$ cat src/design/png_scanline_unfilter_core_defines.svh
// ----------------------------------------------------------------------------
// PNG scanline unfilter assertion macros
// Shared concurrent assertion forms, clocked on clk_i, quiet during reset.
// ----------------------------------------------------------------------------
`ifndef PNG_SCANLINE_UNFILTER_CORE_DEFINES_SVH
`define PNG_SCANLINE_UNFILTER_CORE_DEFINES_SVH

// Same-cycle implication: when ante holds, cons holds on that edge.
`define PSU_ASSERT_IMP(label, ante, cons, msg) \
  label: assert property (@(posedge clk_i) disable iff (!rst_ni) (ante) |-> (cons)) \
    else $error(msg);

// Next-cycle implication: when ante holds, cons holds on the following edge.
`define PSU_ASSERT_NXT(label, ante, cons, msg) \
  label: assert property (@(posedge clk_i) disable iff (!rst_ni) (ante) |=> (cons)) \
    else $error(msg);

`endif

$ cat src/design/psu_pkg.sv
// ----------------------------------------------------------------------------
// PNG scanline unfilter package
// Sizes, filter codes, register indexes, the front-to-back request and the
// result record, and the range-clamp helpers for the configuration registers.
// ----------------------------------------------------------------------------
package psu_pkg;

  // Storage sizes
  localparam int MAX_ROW_BYTES   = 8192;
  localparam int MAX_PIXEL_BYTES = 8;

  // Field widths
  localparam int BYTE_W     = 8;
  localparam int ROW_LEN_W  = 14;
  localparam int PIX_W      = 4;
  localparam int COL_W      = $clog2(MAX_ROW_BYTES);
  localparam int LEN_EFF_W  = COL_W + 1;
  localparam int HIST_IDX_W = (MAX_PIXEL_BYTES > 1) ? $clog2(MAX_PIXEL_BYTES) : 1;

  // Queue sizes (powers of two, pointers wrap naturally)
  localparam int Q_DEPTH     = 4;
  localparam int Q_PTR_W     = $clog2(Q_DEPTH);
  localparam int Q_CNT_W     = $clog2(Q_DEPTH + 1);
  localparam int OUT_DEPTH   = 2;
  localparam int OUT_PTR_W   = $clog2(OUT_DEPTH);
  localparam int OUT_CNT_W   = $clog2(OUT_DEPTH + 1);

  // Configuration register indexes
  localparam int CFG_IDX_W = 1;
  localparam logic [CFG_IDX_W-1:0] REG_ROW_LENGTH  = 1'b0;
  localparam logic [CFG_IDX_W-1:0] REG_PIXEL_BYTES = 1'b1;

  // Filter types
  typedef enum logic [2:0] {
    FILT_NONE  = 3'd0,
    FILT_SUB   = 3'd1,
    FILT_UP    = 3'd2,
    FILT_AVG   = 3'd3,
    FILT_PAETH = 3'd4
  } filt_e;

  // Highest legal filter byte
  localparam logic [BYTE_W-1:0] FILT_MAX_CODE = BYTE_W'(FILT_PAETH);

  // Request from front to back: one data byte or one error
  typedef struct packed {
    logic              is_err;
    filt_e             filter;
    logic              first_row;
    logic              left_ok;
    logic              row_end;
    logic [COL_W-1:0]  col;
    logic [BYTE_W-1:0] data;
  } psu_item_t;

  // One result
  typedef struct packed {
    logic [BYTE_W-1:0] pixel_byte;
    logic              row_end;
    logic              bad_filter;
  } psu_result_t;

  // Clamp row length into 1..MAX_ROW_BYTES
  function automatic logic [LEN_EFF_W-1:0] eff_row_len(input logic [ROW_LEN_W-1:0] len);
    logic [LEN_EFF_W-1:0] r;
    if (len == '0) begin
      r = LEN_EFF_W'(1);
    end else if (int'(len) > MAX_ROW_BYTES) begin
      r = LEN_EFF_W'(MAX_ROW_BYTES);
    end else begin
      r = LEN_EFF_W'(len);
    end
    return r;
  endfunction

  // Clamp pixel bytes into 1..MAX_PIXEL_BYTES
  function automatic logic [PIX_W-1:0] eff_pix_bytes(input logic [PIX_W-1:0] pb);
    logic [PIX_W-1:0] r;
    if (pb == '0) begin
      r = PIX_W'(1);
    end else if (int'(pb) > MAX_PIXEL_BYTES) begin
      r = PIX_W'(MAX_PIXEL_BYTES);
    end else begin
      r = pb;
    end
    return r;
  endfunction

endpackage

$ cat src/design/psu_queue.sv
// ----------------------------------------------------------------------------
// PNG scanline unfilter request queue
// Short first-in first-out buffer that decouples the front and back ends.
// ----------------------------------------------------------------------------
`include "png_scanline_unfilter_core_defines.svh"

module psu_queue import psu_pkg::*; (
  input  logic      clk_i,
  input  logic      rst_ni,
  input  logic      push_i,
  input  psu_item_t item_i,
  output logic      full_o,
  input  logic      pop_i,
  output logic      valid_o,
  output psu_item_t item_o
);

  psu_item_t          mem_q [Q_DEPTH];
  logic [Q_PTR_W-1:0] wr_ptr_q, rd_ptr_q;
  logic [Q_CNT_W-1:0] cnt_q;
  logic               do_push, do_pop;

  assign full_o  = cnt_q == Q_CNT_W'(Q_DEPTH);
  assign valid_o = cnt_q != '0;
  assign item_o  = mem_q[rd_ptr_q];
  assign do_push = push_i & ~full_o;
  assign do_pop  = pop_i & valid_o;

  // Store requests
  always_ff @(posedge clk_i) begin
    if (do_push) begin
      mem_q[wr_ptr_q] <= item_i;
    end
  end

  // Advance pointers and count
  always_ff @(posedge clk_i or negedge rst_ni) begin
    if (!rst_ni) begin
      wr_ptr_q <= '0;
      rd_ptr_q <= '0;
      cnt_q    <= '0;
    end else begin
      if (do_push) begin
        wr_ptr_q <= wr_ptr_q + Q_PTR_W'(1);
      end
      if (do_pop) begin
        rd_ptr_q <= rd_ptr_q + Q_PTR_W'(1);
      end
      if (do_push && !do_pop) begin
        cnt_q <= cnt_q + Q_CNT_W'(1);
      end else if (do_pop && !do_push) begin
        cnt_q <= cnt_q - Q_CNT_W'(1);
      end
    end
  end

  // Count follows a lone push
  `PSU_ASSERT_NXT(a_q_count_up, do_push && !do_pop, cnt_q == $past(cnt_q) + Q_CNT_W'(1),
                  "request queue count did not follow push")

endmodule

$ cat config.mk
export PLATFORM = sky130hd
export DESIGN_NAME = psu_queue
export DESIGN_NICKNAME = d
export VERILOG_FILES = /design/src/design/psu_pkg.sv /design/src/design/psu_queue.sv
export VERILOG_INCLUDE_DIRS = /design/src /design/src/design
export SDC_FILE = /design/constraint.sdc
export NUM_CORES = 1
export LEC_CHECK = 0
export BUFFER_PORTS_ARGS = -buffer_cell sky130_fd_sc_hd__buf_2
export CAP_MARGIN = 20
export CORE_ASPECT_RATIO = 0.75
export CORE_MARGIN = 2
export CORE_UTILIZATION = 45
export CTS_CLUSTER_DIAMETER = 200
export DETAILED_ROUTE_END_ITERATION = 8
export HOLD_SLACK_MARGIN = 0.02
export PLACE_DENSITY = 0.63
export REMOVE_ABC_BUFFERS = 1
export SLEW_MARGIN = 5
export SYNTH_ARGS = -nofsm -noshare
export SYNTH_HDL_FRONTEND = slang
export SYNTH_SLANG_ARGS = --single-unit
$ cat constraint.sdc
create_clock -name clk_i -period 2.7 [get_ports clk_i]
set_input_delay 0.675 -clock clk_i [delete_from_list [all_inputs] [get_ports clk_i]]
set_output_delay 0.675 -clock clk_i [all_outputs]
set_load 0.01 [all_outputs]
==> flow_metrics.py <==
metrics = {
    "job": {
        "maxCapViolations": 0,
    },
    "floorplan": {
        "die_h_um": 90.3,
        "ioPinCount": 62,
        "initial_core_util_pct": 46.3,
        "die_x_um": 119,
        "dieArea_um2": 10800,
        "core_um2": 9660,
        "rows": 31,
    },
    "clocking": {
        "clock-sinks": 119,
        "cts_buffers": 17,
        "clockBufferDepth": 2,
        "cts_setup_buffers": 0,
        "cts_tree": "built",
        "cts-root-buf": "clkbuf_16",
        "clkTransAtPathRegs_ps": 50,
        "cts_max_level": 4,
        "cts_resized": 0,
        "clk_latency_ps": 410,
        "cts_hold_buf": 0,
    },
    "route": {
        "num_vias": 2065,
        "first_pass_iters": 4,
        "drtAntennaViolNets": 0,
        "routed_wirelength_mm": 7.63,
        "drcViolationCount": 0,
        "vias_per_cell": 5.07,
        "wl_per_cell_um": 18.7,
        "first_iter_violations": 151,
    },
    "synth": {
        "yosysWarnings": 0,
        "synth-edff-count": 112,
        "async_flop_share_pct": 5.88,
        "synth_top_cell_area_share_pct": 75.2,
        "ys.flop_type": "edfxtp_1",
        "syn_avg_cell_area_um2": 24.7,
        "netlist_area_um2": 4470,
        "synthCells": 181,
        "ys_seq_elements": 119,
        "synth_area_leaders": "edfxtp_1, mux4_2, dfrtp_1, ha_1, xnor2_1",
        "post-synth-top-count-cell": "edfxtp_1",
        "ys_types": 20,
        "yosys.area.top_type": "edfxtp_1",
        "yosysSeqAreaShare_pct": 79.1,
        "synthTopCellsByCount": "edfxtp_1, mux4_2, dfrtp_1, ha_1",
    },
    "setup_path": {
        "path_delay_family": "multiplexers",
        "required_ps": 2030,
        "arrival_ps": 1800,
        "crit_path_end_kind": "output port",
        "critical_path_class": "flip-flop to output port",
        "critical-path-slowest-cell": "mux4_2",
        "path_max_fanout": 28,
        "start_kind": "flip-flop",
        "cp.buffers_inverters": 2,
        "crit_path_max_incr_delay_ps": 560,
        "worstPathCellList": "buf_12 -> mux4_2 -> buf_2",
    },
    "sta": {
        "timing.final.crit_period_ps": 2470,
        "slew_headroom_pct": 70.2,
        "slew_viol_final": 0,
        "setup_slack_ps": 227,
        "finalSetupViolations": 0,
        "hold_violations": 0,
        "hold_ws_ps": 88.1,
        "fmax_mhz": 404,
        "fin_tns_setup_ps": 0,
        "tightest_slew_ps": 446,
        "rsz0062_at_grt": "no",
        "finClkSkew_ps": 5.48,
        "post-route-period-util_pct": 91.6,
    },
    "place": {
        "pre_cts_ws_ps": 479,
        "globalplace.congestion": 0.681,
        "place_inst": 375,
        "port_buffers": 61,
        "placed_area_um2": 4990,
        "dp_hpwl_mm": 4.66,
    },
    "power": {
        "p_clk_share_pct": 34.1,
        "p_per_area_nw_per_um2": 1180,
        "p_comb_share_pct": 27.0,
        "power_switching_share_pct": 27.8,
        "switching_power_mw": 1.84,
        "pwr-share-seq_pct": 38.9,
        "p_int_mw": 4.78,
        "peakVddDrop_uv": 653,
        "leakage_nw": 1.98,
        "p_total_mw": 6.62,
    },
    "cells_and_area": {
        "antenna_cells": 0,
        "nets": 300,
        "fin_util_pct": 57.9,
        "area_delta_synth_final_pct": 25.2,
        "drive_gt1_share_pct": 49.8,
        "finalNonFillerCells": 407,
        "finalInstanceArea_um2": 5600,
    },
    "global_routing": {
        "gr-total-overflow": 0,
        "grt_pass1_vias": 2176,
        "grt_max_degree": 29,
        "grt_pass1_wl_mm": 12.3,
        "antenna_found_initial": 0,
        "grt_usage_pct": 16.0,
    },
    "hold_path": {
        "hp-class": "input pin to async pin",
    },
    "status": {
        "status": "finished, final reports clean",
    },
}
-- metal layers --
metal | track usage [%] | up-vias | share of wire [%]
met1 | 21.5 | 1074 | 46
li1 | - | 914 | -
met2 | 23.2 | 64 | 46
met5 | 0 | - | 0
met3 | 6.25 | 13 | 6.4
met4 | 7.44 | 0 | 1.7
-- final cells by class --
class                      instances  area [um2]
multi-input combinational         52         873
inverter                           3        11.3
clock buffer                      18         429
clock inverter                    14         175
tap                              132         165
timing repair buffer              69         403
sequential                       119        3540
fill                             735        4060
-- registers in the layout (all words and copies together) (netlist names) --
register	cells
cnt_q	3
mem_q	112
wr_ptr_q	2
rd_ptr_q	2
-- cells by family after synthesis --
| kind of cell | synth area share (%) |
|---|---|
| DFF | 79.1 |
| and+or+nand+nor | 1.82 |
| muxes | 14.7 |
| adders and majority gates | 1.85 |
| buffers and inverters | 1.34 |
| xor gates and xnor gates | 1.18 |
-- power groups by stage --
stage                     logic, mW  registers (mW)  clock network [mW]
after floorplan                1.00            2.73                   0
final                          1.79            2.58                2.26
after global placement         1.82            2.60                   0
after global routing           1.95            2.62                2.38
after CTS                      1.84            2.59                2.29
after detailed placement       1.84            2.62                   0
-- placed cells by master (no fill, tap or decap), types with 3 or more instances in the layout --
master	count
bufinv_16	3
buf_12	3
clkinvlp_4	5
mux4_2	28
and2_2	4
ha_1	5
clkbuf_16	17
buf_2	61
buf_4	5
clkinv_4	3
dfrtp_1	6
edfxtp_1	112
inv_1	3
xnor2_1	4
-- worst paths after layout --
check | start | end | slack, ps | cells past startpoint
hold / removal | rst_ni | wr_ptr_q[0]$_DFFE_PN0P_ | 90 | 1
max in group asynchronous | rst_ni | rd_ptr_q[0]$_DFFE_PN0P_ | 2440 | 1
setup reg to reg | cnt_q[0]$_DFFE_PN0P_ | cnt_q[2]$_DFFE_PN0P_ | 600 | 8
hold reg to reg | cnt_q[2]$_DFFE_PN0P_ | cnt_q[2]$_DFFE_PN0P_ | 500 | 1
setup / recovery | rd_ptr_q[0]$_DFFE_PN0P_ | item_o[4] | 230 | 3
min in group clk_i | item_i[15] | mem_q[2][15]$_DFFE_PP_ | 480 | 1
Note: power is estimated with default switching activity, not from simulation.
