### config.mk
export PLATFORM = sky130hd
export DESIGN_NAME = psu_front
export DESIGN_NICKNAME = d
export VERILOG_FILES = /design/src/design/psu_pkg.sv /design/src/design/psu_front.sv
export VERILOG_INCLUDE_DIRS = /design/src /design/src/design
export SDC_FILE = /design/constraint.sdc
export NUM_CORES = 1
export LEC_CHECK = 0
export BUFFER_PORTS_ARGS = -buffer_cell sky130_fd_sc_hd__buf_2
export CAP_MARGIN = 20
export CORE_MARGIN = 5
export CORE_UTILIZATION = 51
export DETAILED_ROUTE_END_ITERATION = 12
export PLACE_DENSITY_LB_ADDON = 0.25
export SYNTH_ARGS = -nofsm -noshare
export SYNTH_HDL_FRONTEND = slang
export SYNTH_SLANG_ARGS = --single-unit
export TNS_END_PERCENT = 10
### constraint.sdc
create_clock -name clk_i -period 3.6 [get_ports clk_i]
set_clock_uncertainty 0.2 [all_clocks]
set_input_delay 0 -clock clk_i [delete_from_list [all_inputs] [get_ports clk_i]]
set_output_delay 0 -clock clk_i [all_outputs]
set_load 0.01 [all_outputs]
### src/design/png_scanline_unfilter_core_defines.svh
// ----------------------------------------------------------------------------
// PNG scanline unfilter assertion macros
// Shared concurrent assertion forms, clocked on clk_i, quiet during reset.
// ----------------------------------------------------------------------------
`ifndef PNG_SCANLINE_UNFILTER_CORE_DEFINES_SVH
`define PNG_SCANLINE_UNFILTER_CORE_DEFINES_SVH

// Same-cycle implication: when ante holds, cons holds on that edge.
`define PSU_ASSERT_IMP(label, ante, cons, msg) \
  label: assert property (@(posedge clk_i) disable iff (!rst_ni) (ante) |-> (cons)) \
    else $error(msg);

// Next-cycle implication: when ante holds, cons holds on the following edge.
`define PSU_ASSERT_NXT(label, ante, cons, msg) \
  label: assert property (@(posedge clk_i) disable iff (!rst_ni) (ante) |=> (cons)) \
    else $error(msg);

`endif

### src/design/psu_pkg.sv
// ----------------------------------------------------------------------------
// PNG scanline unfilter package
// Sizes, filter codes, register indexes, the front-to-back request and the
// result record, and the range-clamp helpers for the configuration registers.
// ----------------------------------------------------------------------------
package psu_pkg;

  // Storage sizes
  localparam int MAX_ROW_BYTES   = 8192;
  localparam int MAX_PIXEL_BYTES = 8;

  // Field widths
  localparam int BYTE_W     = 8;
  localparam int ROW_LEN_W  = 14;
  localparam int PIX_W      = 4;
  localparam int COL_W      = $clog2(MAX_ROW_BYTES);
  localparam int LEN_EFF_W  = COL_W + 1;
  localparam int HIST_IDX_W = (MAX_PIXEL_BYTES > 1) ? $clog2(MAX_PIXEL_BYTES) : 1;

  // Queue sizes (powers of two, pointers wrap naturally)
  localparam int Q_DEPTH     = 4;
  localparam int Q_PTR_W     = $clog2(Q_DEPTH);
  localparam int Q_CNT_W     = $clog2(Q_DEPTH + 1);
  localparam int OUT_DEPTH   = 2;
  localparam int OUT_PTR_W   = $clog2(OUT_DEPTH);
  localparam int OUT_CNT_W   = $clog2(OUT_DEPTH + 1);

  // Configuration register indexes
  localparam int CFG_IDX_W = 1;
  localparam logic [CFG_IDX_W-1:0] REG_ROW_LENGTH  = 1'b0;
  localparam logic [CFG_IDX_W-1:0] REG_PIXEL_BYTES = 1'b1;

  // Filter types
  typedef enum logic [2:0] {
    FILT_NONE  = 3'd0,
    FILT_SUB   = 3'd1,
    FILT_UP    = 3'd2,
    FILT_AVG   = 3'd3,
    FILT_PAETH = 3'd4
  } filt_e;

  // Highest legal filter byte
  localparam logic [BYTE_W-1:0] FILT_MAX_CODE = BYTE_W'(FILT_PAETH);

  // Request from front to back: one data byte or one error
  typedef struct packed {
    logic              is_err;
    filt_e             filter;
    logic              first_row;
    logic              left_ok;
    logic              row_end;
    logic [COL_W-1:0]  col;
    logic [BYTE_W-1:0] data;
  } psu_item_t;

  // One result
  typedef struct packed {
    logic [BYTE_W-1:0] pixel_byte;
    logic              row_end;
    logic              bad_filter;
  } psu_result_t;

  // Clamp row length into 1..MAX_ROW_BYTES
  function automatic logic [LEN_EFF_W-1:0] eff_row_len(input logic [ROW_LEN_W-1:0] len);
    logic [LEN_EFF_W-1:0] r;
    if (len == '0) begin
      r = LEN_EFF_W'(1);
    end else if (int'(len) > MAX_ROW_BYTES) begin
      r = LEN_EFF_W'(MAX_ROW_BYTES);
    end else begin
      r = LEN_EFF_W'(len);
    end
    return r;
  endfunction

  // Clamp pixel bytes into 1..MAX_PIXEL_BYTES
  function automatic logic [PIX_W-1:0] eff_pix_bytes(input logic [PIX_W-1:0] pb);
    logic [PIX_W-1:0] r;
    if (pb == '0) begin
      r = PIX_W'(1);
    end else if (int'(pb) > MAX_PIXEL_BYTES) begin
      r = PIX_W'(MAX_PIXEL_BYTES);
    end else begin
      r = pb;
    end
    return r;
  endfunction

endpackage

### src/design/psu_front.sv
// ----------------------------------------------------------------------------
// PNG scanline unfilter front end
// Accepts stream bytes, tracks row position and filter type, drops bytes
// after a bad filter, and issues data or error requests to the back end.
// ----------------------------------------------------------------------------
`include "png_scanline_unfilter_core_defines.svh"

module psu_front import psu_pkg::*; (
  input  logic                 clk_i,
  input  logic                 rst_ni,
  input  logic                 push_i,
  input  logic [BYTE_W-1:0]    stream_byte_i,
  input  logic                 image_start_i,
  input  logic [ROW_LEN_W-1:0] row_length_i,
  input  logic [PIX_W-1:0]     pixel_bytes_i,
  input  logic                 q_full_i,
  output logic                 q_push_o,
  output psu_item_t            q_item_o
);

  logic [COL_W-1:0] column_q, column_d;
  filt_e            row_filter_q, row_filter_d;
  logic             awaiting_q, awaiting_d;
  logic             first_row_q, first_row_d;
  logic             halted_q, halted_d;

  logic                 accept;
  logic                 halt_v, await_v, first_v;
  logic [COL_W-1:0]     col_v;
  logic [LEN_EFF_W-1:0] col_next;
  logic [LEN_EFF_W-1:0] len_eff;
  logic [PIX_W-1:0]     pb_eff;
  logic                 row_end;

  assign accept  = push_i & ~q_full_i;
  assign len_eff = eff_row_len(row_length_i);
  assign pb_eff  = eff_pix_bytes(pixel_bytes_i);

  // Apply image start before classifying the byte
  assign halt_v   = halted_q & ~image_start_i;
  assign await_v  = awaiting_q | image_start_i;
  assign first_v  = first_row_q | image_start_i;
  assign col_v    = image_start_i ? '0 : column_q;
  assign col_next = {1'b0, col_v} + LEN_EFF_W'(1);
  assign row_end  = col_next >= len_eff;

  // Classify the byte and advance row position
  always_comb begin
    column_d     = column_q;
    row_filter_d = row_filter_q;
    awaiting_d   = awaiting_q;
    first_row_d  = first_row_q;
    halted_d     = halted_q;
    q_push_o     = 1'b0;

    q_item_o.is_err    = 1'b0;
    q_item_o.filter    = row_filter_q;
    q_item_o.first_row = first_v;
    q_item_o.left_ok   = {1'b0, col_v} >= LEN_EFF_W'(pb_eff);
    q_item_o.row_end   = row_end;
    q_item_o.col       = col_v;
    q_item_o.data      = stream_byte_i;

    if (accept) begin
      halted_d    = halt_v;
      awaiting_d  = await_v;
      first_row_d = first_v;
      column_d    = col_v;
      priority if (halt_v) begin
        // drop the byte
      end else if (await_v) begin
        if (stream_byte_i > FILT_MAX_CODE) begin
          halted_d        = 1'b1;
          q_push_o        = 1'b1;
          q_item_o.is_err = 1'b1;
        end else begin
          row_filter_d = filt_e'(stream_byte_i[2:0]);
          awaiting_d   = 1'b0;
          column_d     = '0;
        end
      end else begin
        q_push_o = 1'b1;
        if (row_end) begin
          column_d    = '0;
          awaiting_d  = 1'b1;
          first_row_d = 1'b0;
        end else begin
          column_d = col_next[COL_W-1:0];
        end
      end
    end
  end

  // Hold row state
  always_ff @(posedge clk_i or negedge rst_ni) begin
    if (!rst_ni) begin
      column_q     <= '0;
      row_filter_q <= FILT_NONE;
      awaiting_q   <= 1'b1;
      first_row_q  <= 1'b1;
      halted_q     <= 1'b0;
    end else begin
      column_q     <= column_d;
      row_filter_q <= row_filter_d;
      awaiting_q   <= awaiting_d;
      first_row_q  <= first_row_d;
      halted_q     <= halted_d;
    end
  end

  // A halted stream waits for a new image, which always opens with a filter byte
  `PSU_ASSERT_IMP(a_halt_awaits, halted_q, awaiting_q, "halted without awaiting a filter byte")

  // A row-ending data byte leaves the front waiting for the next filter byte
  `PSU_ASSERT_NXT(a_row_end_await, q_push_o && !q_item_o.is_err && q_item_o.row_end,
                  awaiting_q && column_q == '0, "row end did not return to filter byte")

endmodule

==> impl_metrics.tcl, run 1 <==
set metrics [dict create \
    status "complete, no violations" \
    hold_ws_ps 0.368 \
    antenna_left 0 \
    yosys-top-cells-area "dfrtp_1, ha_1, nand2_1" \
    crit_path_max_fanout 5 \
    root_buffer "clkbuf_4" \
    synth_adder_area_share_pct 13.1 \
    yosysSeqAreaShare_pct 26.4 \
    synth_xor_area_share_pct 5.73 \
    fmax_mhz 294 \
    numPortBuffers 59 \
    die_area_um2 4840 \
    post-synth-top-area-fraction_pct 23.5 \
    worst_pin_slew_ps 896 \
    synth_edf_count 0 \
    htreeDepth 1 \
    setup_viol 0 \
    initial_core_util_pct 53.5 \
    netlist_instances 215 \
    synth_seq_cells 19 \
    period_needed_ps 3400 \
    drc_errors 0 \
    worstHoldPathCells 2 \
    slew_violations 0 \
    start_kind "flop" \
    critPathRequiredTime_ps 3400 \
    core_area_um2 3390 \
    dpl-instance-area_um2 2100 \
    yosys.cell_types.count 43 \
    die_h_um 69.6 \
    synth_nets 265 \
    worstSkewPairLatency_ps 300 \
    stdcell_area_um2 2240 \
    synth_most_common_cell "nand2_1" \
    netlist_top_cells_count "nand2_1, ha_1, nor2_1" \
    syn_area_um2 1810 \
    hold_path_class "input port to output port" \
    synth_compound_area_share_pct 15.7 \
    drive_gt1_share_pct 31.8 \
    async_flop_share_pct 100 \
    drv_cap 0 \
    synth_flop_cell "dfrtp_1" \
    hold_viol_final 0 \
    synth_mux_area_share_pct 1.86 \
    drtIter0Drc 91 \
    drtPass1Iterations 4 \
    grt_max_degree 18 \
    yosysWarnings 0 \
    vias_per_cell 5.49 \
    end_kind "output port" \
    maxSlewHeadroom_pct 39.8 \
    numCtsBuffers 3 \
    path_class "flop to output port" \
    grt_pass1_wl_um 7970 \
    nets 328 \
    grt_usage_pct 19.7 \
    period_share_pct 94.4 \
    clk_path_buf_depth 2 \
    cts_setup_buffers 0 \
    p_per_area_nw_per_um2 227 \
    gp_congestion 0.872 \
    wire_per_inst_um 14.7 \
    cts_tree "done" \
    n_antenna_cell 0 \
    ir_worst_vdd_uv 198 \
    die_w_um 69.6 \
    rows 21 \
    cts.clk_slew.worst_paths_ps 110 \
    synthSimpleGateAreaFrac_pct 29.5 \
    synth_area_per_cell_um2 8.43 \
    drt-total-wl_um 4760 \
    grt_pass1_vias 1738 \
    leakagePower_nw 1.21 \
    cts_sinks 19 \
    area_delta_synth_final_pct 23.6 \
    yosysTopAreaCell "dfrtp_1" \
    rr_worst_depth 12 \
    grt_overflow 0 \
    critPathArrivalTime_ps 3200 \
    pin_count 60 \
    place_hpwl_um 3840 \
    antenna_found_initial 0 \
    synth_top_family_by_area "simple AND/OR/NAND/NOR gates" \
    num_vias 1773 \
]
==> sequential cells by signal (all words and copies together), names as in the netlist <==
register / count
halted_q: 1
first_row_q: 1
column_q: 13
awaiting_q: 1
row_filter_q: 3
==> final timing paths <==
path                                       start            to  slack, ps
max in group asynchronous                 rst_ni   column_q[0]       1410
worst min-delay path            stream_byte_i[5]   q_item_o[5]        0.4
worst max-delay path                 column_q[1]  q_item_o[21]        200
worst max register to register       column_q[1]   first_row_q        310
min in group asynchronous                 rst_ni   first_row_q        550
worst min register to register       first_row_q   first_row_q        300
==> power by group <==
part           switching (mW)  leakage (nW)  internal [mW]
sequential             0.0143         0.252          0.229
combinational          0.0869         0.943         0.0709
clock                  0.0674        0.0177         0.0414
==> metal layers <==
layer | part of all wire [%] | wire length, µm | track usage, %
met5 | 0 | 0 | 0
met4 | 1.6 | 75 | 6.94
met3 | 6.7 | 320 | 4.20
met2 | 48 | 2280 | 32.3
met1 | 44 | 2090 | 25.4
==> timing repair <==
action | 4_1_cts | 5_1_grt
hold buffers | 9 | 0
gates resized for setup | 0 | 5
endpoints found under the setup margin | 0 | 16
endpoints found under the hold margin | 25 | 0
==> kinds of logic (layout without fill, tap and decap cells) <==
family | Yosys count | count (layout)
buffers and inverters | 25 | 87
multiplexers | 3 | 3
flip-flops | 19 | 19
AND/OR/NAND/NOR | 100 | 100
AO/OA/AOI/OAI | 38 | 38
XOR/XNOR | 11 | 11
adder cells (fa/ha/maj) | 19 | 19
==> through the flow <==
step / utilization [%] / setup slack, ps / instances / TNS (ps) / power, mW
6_report: 66.1 / 203 / 323 / 0 / 0.509
5_1_grt: 66.1 / -43.9 / 323 / -43.9 / 0.548
4_1_cts: 65.6 / 37.7 / 323 / 0 / 0.510
3_5_place_dp: 62.1 / 159 / 310 / 0 / 0.395
3_3_place_gp: 62.1 / 248 / 310 / 0 / 0.391
2_1_floorplan: - / 236 / 215 / 0 / 0.337
==> layout by cell type (no fill, tap or decap), drive strengths merged, types with 2 or more instances in the layout <==
cell and n:
buf 65, nand2 27, nor2 20, ha 19, dfrtp 17, nor2b 11
a21oi 10, a32o 10, inv 9, dlygate4sd3 9, nand3 8, xor2 8
nand2b 7, nand4 7, o21ai 7, nor4 6, nand3b 4, nor3 4
xnor2 3, mux2 3, clkbuf 3, and2 2, a31oi 2, dfstp 2
and3 2, a211oi 2
==> worst max-delay path, cell delays in order, from the launching register on <==
cell and delay [ps]:
dfrtp_1 430, nor2b_2 220, ha_2 260, nand4_1 220, nor4_4 230, nand3_1 140, xnor2_1 220, ha_1 280
nand4_1 130, o21ai_1 130, a211oi_1 270, buf_4 180, nand2_1 50, buf_2 130
==> cell type report <==
type,count,area (µm²)
timing repair buffer,74,430
sequential,19,479
tap,46,57.6
clock inverter,1,5.00
clock buffer,3,22.5
fill,305,1150
inverter,9,33.8
multi-input combinational,171,1210
No activity file was read; power rests on OpenSTA's default activity.
==> inputs of run 2 (changes only) <==
--- a/config.mk
+++ b/config.mk
@@ -11,7 +11,8 @@
 export CORE_MARGIN = 5
 export CORE_UTILIZATION = 51
 export DETAILED_ROUTE_END_ITERATION = 12
-export PLACE_DENSITY_LB_ADDON = 0.25
+export PLACE_DENSITY = 0.81
+export RECOVER_POWER = 100
 export SYNTH_ARGS = -nofsm -noshare
 export SYNTH_HDL_FRONTEND = slang
 export SYNTH_SLANG_ARGS = --single-unit
==> run 2 against run 1 <==
Net effect: setup slack improved by 19 ps; via count barely moved; sequential power barely moved; clock power rose by 6%; total power rose by 2.1%; fmax rose by 0.55%; highest routed layer unchanged; sequential cell count did not move.
==> impl_metrics.tcl, run 2 (synthesis gave the netlist of run 1 again) <==
set metrics [dict create \
    critPathSlowestCell "dfrtp_1" \
    drtIter0Drc 84 \
    num_vias 1772 \
    drive_gt1_share_pct 25.4 \
    cts_tree "done" \
    gp_congestion 0.850 \
    p_per_area_nw_per_um2 230 \
    ir_worst_vdd_uv 250 \
    clk_path_buf_depth 2 \
    crit_chain "nand2b_1, inv_1, ha_2, nand4_1, nor4_4, nand3_1, xnor2_2, ha_1, nand4_1, o21ai_1, a211oi_2, buf_4, nand2_1, buf_2" \
    crit_path_end "q_item_o[21]" \
    antenna_found_initial 0 \
    period_share_pct 93.8 \
    grt_pass1_wl_um 7850 \
    critPathArrivalTime_ps 3180 \
    finalPower_mw 0.520 \
    vias_per_cell 5.45 \
    drtPass1Iterations 4 \
    cp_common_cell "nand4_1" \
    pin_count 60 \
    grt_overflow 0 \
    numCtsBuffers 3 \
    rrSetupSlack_ps 280 \
    area_delta_synth_final_pct 24.5 \
    hold_path_class "input port to flop" \
    maxSlewHeadroom_pct 46.7 \
    nets 330 \
    worst_pin_slew_ps 794 \
    fmax_mhz 296 \
    drv_cap 0 \
    leakagePower_nw 1.17 \
    status "complete, no violations" \
    path_class "flop to output port" \
    grt_max_degree 18 \
    hold_viol_final 0 \
    r2r-end "first_row_q" \
    die_area_um2 4840 \
    place_hpwl_um 3590 \
    drc_errors 0 \
    wire_per_inst_um 14.0 \
    rows 21 \
    grt_usage_pct 19.1 \
    n_antenna_cell 0 \
    die_h_um 69.6 \
    setup_viol 0 \
    top_register "column_q" \
    grt_pass1_vias 1753 \
    period_needed_ps 3380 \
    core_area_um2 3390 \
    hold_ws_ps 16.5 \
    critPathRequiredTime_ps 3400 \
    start_kind "flop" \
    n_fill_cell 282 \
    die_w_um 69.6 \
    numPortBuffers 59 \
    drt-total-wl_um 4560 \
    cts.clk_slew.worst_paths_ps 120 \
    final_cell_mix "buf_2, nand2_1, nor2_1, ha_1, clkbuf_1" \
    worstSkewPairLatency_ps 310 \
    reg.largest.list "column_q: 13 flops, row_filter_q: 3 flops" \
    crit_path_max_fanout 5 \
    htreeDepth 1 \
    final_common_cell "buf_2" \
    startpoint "column_q[0]" \
    root_buffer "clkbuf_4" \
    worst_path_largest_cell_delay_ps 430 \
    end_kind "output port" \
    rr_startpoint "column_q[0]" \
    cts_sinks 19 \
    largest_reg_flops 13 \
    antenna_left 0 \
    initial_core_util_pct 53.5 \
    rr_worst_depth 13 \
    slew_violations 0 \
]
[run 2: cell types whose count changed in the layout (fill, tap and decap cells not counted), sizes merged]
cell         before  now
clkbuf            3   21
buf              65   47
clkinv            1    0
clkinvlp          0    1
dlygate4sd3       9   11
[run 2: timing repair]
action	in CTS	in global routing
hold buffers	11	0
setup endpoints to repair	0	16
hold endpoints to repair	26	0
resized for setup	0	7
setup buffers	0	2
[run 2: worst min path at each step]
stage,start,slack (ps),to,cells after the start
6_report,image_start_i,20,first_row_q,4
5_1_grt,stream_byte_i[4],30,q_item_o[4],2
4_1_cts,stream_byte_i[5],3,q_item_o[5],2
3_5_place_dp,rst_ni,-240,row_filter_q[2],1
3_3_place_gp,rst_ni,-240,row_filter_q[2],1
2_1_floorplan,rst_ni,-500,column_q[0],0
[run 2: worst max-delay path: cells and delay by family (launching register included)]
| family | cells | cell delay [ps] |
|---|---|---|
| buf+inv | 3 | 430 |
| simple gates | 6 | 890 |
| flops | 1 | 430 |
| compound gates | 2 | 390 |
| xor+xnor | 1 | 170 |
| fa+ha+maj | 2 | 560 |
[run 2: per-layer routing]
| layer | track usage (%) | vias up | wire length (µm) |
|---|---|---|---|
| li1 | - | 893 | - |
| met1 | 24.7 | 829 | 2090 |
| met2 | 32.6 | 46 | 2140 |
| met3 | 3.91 | 4 | 301 |
| met4 | 4.12 | 0 | 27 |
| met5 | 0 | - | 0 |
[run 2: per-stage QoR]
step	setup WS, ps	utilization, %	TNS [ps]	instance area [µm²]	cells
global placement	132	61.6	0	2090	308
finish	222	66.6	0	2260	325
detailed placement	166	61.6	0	2090	308
CTS	34.0	65.8	0	2230	323
floorplan	236	-	0	1810	215
global route	-14.3	66.6	-14.3	2260	325
[run 2: area by class of cell]
class	instances	area [µm²]	share of cell area [%]
multi-input combinational	171	1230	54.5
sequential	19	478	21.2
timing repair buffer	76	428	19.0
tap	46	57.6	2.55
inverter	9	33.8	1.50
clock buffer	3	22.5	0.998
clock inverter	1	7.51	0.333
[run 2: power breakdown]
| group | leakage [nW] | switching (mW) | internal, mW | total (mW) |
|---|---|---|---|---|
| Combinational | 0.901 | 0.0885 | 0.0756 | 0.164 |
| Clock | 0.0139 | 0.0723 | 0.0424 | 0.115 |
| Sequential | 0.253 | 0.0131 | 0.228 | 0.241 |
| Total | 1.17 | 0.174 | 0.346 | 0.520 |
==> inputs of run 3 (changes only) <==
--- a/config.mk
+++ b/config.mk
@@ -13,6 +13,8 @@
 export DETAILED_ROUTE_END_ITERATION = 12
 export PLACE_DENSITY = 0.81
 export RECOVER_POWER = 100
+export REMOVE_ABC_BUFFERS = 1
+export SKIP_CTS_REPAIR_TIMING = 1
 export SYNTH_ARGS = -nofsm -noshare
 export SYNTH_HDL_FRONTEND = slang
 export SYNTH_SLANG_ARGS = --single-unit
==> constraint.sdc (replaced) <==
create_clock -name clk_i -period 3.24 [get_ports clk_i]
set_clock_uncertainty 0.2 [all_clocks]
set_input_delay 0 -clock clk_i [delete_from_list [all_inputs] [get_ports clk_i]]
set_output_delay 0 -clock clk_i [all_outputs]
set_load 0.01 [all_outputs]
==> run 3 against run 2 <==
Net effect: clock power is essentially flat; setup slack lost 170 ps; via count grew 5.9%; combinational power grew 30%; global-route usage grew 0.35 points; critical endpoint is now awaiting_q; die area is the same; critical path type is now flop to flop; wire length grew 15%; first-iteration DRC count grew 36%; sequential cell count is the same; total power grew 14%; sequential power grew 9.5%.
==> impl_metrics.tcl, run 3 (synthesis gave the netlist of run 1 again) <==
set metrics [dict create \
    area_delta_synth_final_pct 32.5 \
    slew_violations 0 \
    ir_worst_vdd_uv 196 \
    period_needed_ps 3190 \
    crit_chain "nor2b_4, ha_4, nand4_1, nor4_4, nand3_2, xnor2_2, ha_1, nand4_1, o21ai_1, a211oi_4, buf_6, buf_4, buf_4, nand3_1, o211a_1" \
    antenna_left 0 \
    grt_pass1_wl_um 7980 \
    rows 21 \
    gp_congestion 0.913 \
    crit_buf_inv 3 \
    die_h_um 69.6 \
    drt-total-wl_um 5240 \
    htreeDepth 1 \
    dp.cells 317 \
    drv_cap 0 \
    fmax_mhz 313 \
    largest_reg_flops 13 \
    hold_path_class "input port to output port" \
    rsz0062_at_grt "yes" \
    place_hpwl_um 3920 \
    worstHoldPathCells 2 \
    end_kind "flop" \
    p_per_area_nw_per_um2 248 \
    period_share_pct 98.5 \
    grt_pass1_vias 1756 \
    grt_overflow 0 \
    path_class "flop to flop" \
    reg.largest.list "column_q: 13 flops, row_filter_q: 3 flops" \
    cts.clk_slew.worst_paths_ps 100 \
    worst_pin_slew_ps 1030 \
    critPathArrivalTime_ps 3230 \
    vias_per_cell 5.57 \
    start_kind "flop" \
    top_register "column_q" \
    rr_worst_depth 15 \
    leakagePower_nw 1.25 \
    grt_max_degree 22 \
    stdcell_count 337 \
    cts_tree "done" \
    nets 342 \
    dp_slack_ps -10.2 \
    utilization_pct 70.8 \
    maxSlewHeadroom_pct 31.3 \
    hold_ws_ps 18.4 \
    rrSetupSlack_ps 50 \
    die_w_um 69.6 \
    r2r-end "awaiting_q" \
    setup_slack_ps 48.3 \
    cp_top_family "simple AND/OR/NAND/NOR gates" \
    clk_path_buf_depth 2 \
    antenna_found_initial 0 \
    wire_per_inst_um 15.5 \
    drtIter0Drc 114 \
    final_common_cell "buf_2" \
    top_usage_layer "met2" \
    worst_path_largest_cell_delay_ps 380 \
    cts_sinks 19 \
    core_area_um2 3390 \
    drtPass1Iterations 4 \
    critPathSlowestCell "o21ai_1" \
    drive_gt1_share_pct 32.6 \
    crit_path_max_fanout 3 \
    grtUsageMet3_pct 4.35 \
    numPortBuffers 59 \
    hp-start "stream_byte_i[3]" \
    grt_use_met2_pct 32.3 \
    drc_errors 0 \
    pin_count 60 \
    num_vias 1877 \
    hold-path-endpoint "q_item_o[3]" \
    n_antenna_cell 0 \
    status "complete, no violations" \
    grt_usage_pct 19.5 \
    rr_startpoint "column_q[1]" \
    worstSkewPairLatency_ps 290 \
    hold_viol_final 0 \
    final_cell_mix "buf_2, nand2_1, buf_4, nor2_1, ha_1" \
    root_buffer "clkbuf_4" \
    critPathRequiredTime_ps 3280 \
    setup_viol 0 \
    die_area_um2 4840 \
    initial_core_util_pct 53.5 \
    numCtsBuffers 3 \
    use_met1_pct 25.9 \
    finalPower_mw 0.595 \
]
[run 3: cell count changes in the layout (fill, tap and decap cells not counted), moves of 3 or more]
cell | previous run | this run
clkbuf_1 | 18 | 15
buf_2 | 41 | 44
dlygate4sd3_1 | 11 | 8
buf_4 | 6 | 19
buf_6 | 0 | 3
[run 3: how the worst max path moves through the flow]
stage / startpoint / to / slack (ps) / depth (start not counted)
2_1_floorplan: column_q[1] / first_row_q / -250 / 12
3_3_place_gp: column_q[1] / first_row_q / 100 / 13
3_5_place_dp: column_q[1] / first_row_q / -10 / 13
4_1_cts: column_q[1] / q_item_o[21] / -240 / 14
5_1_grt: column_q[1] / awaiting_q / -160 / 15
6_report: column_q[1] / awaiting_q / 50 / 15
[run 3: layout make-up]
| class | count | area [µm²] |
|---|---|---|
| clock buffer | 4 | 26.3 |
| sequential | 19 | 479 |
| multi-input combinational | 171 | 1270 |
| tap | 46 | 57.6 |
| fill | 251 | 988 |
| inverter | 9 | 33.8 |
| timing repair buffer | 88 | 529 |
[run 3: power by group]
part           internal, mW  leakage, nW  switching, mW
clock network        0.0478       0.0150         0.0698
registers             0.253        0.251         0.0106
logic                 0.101        0.988          0.112
[run 3: layer usage]
metal  wire [µm]  vias up
li1            -      918
met1        2250      862
met2        2440       89
met3         446        8
met4          94        0
met5           0        -
[run 3: through the flow]
stage | cell area, µm² | setup TNS [ps]
CTS | 2180 | -273
floorplan | 1710 | -1600
global placement | 2160 | 0
finish | 2400 | 0
global route | 2400 | -991
detailed placement | 2160 | -10.2
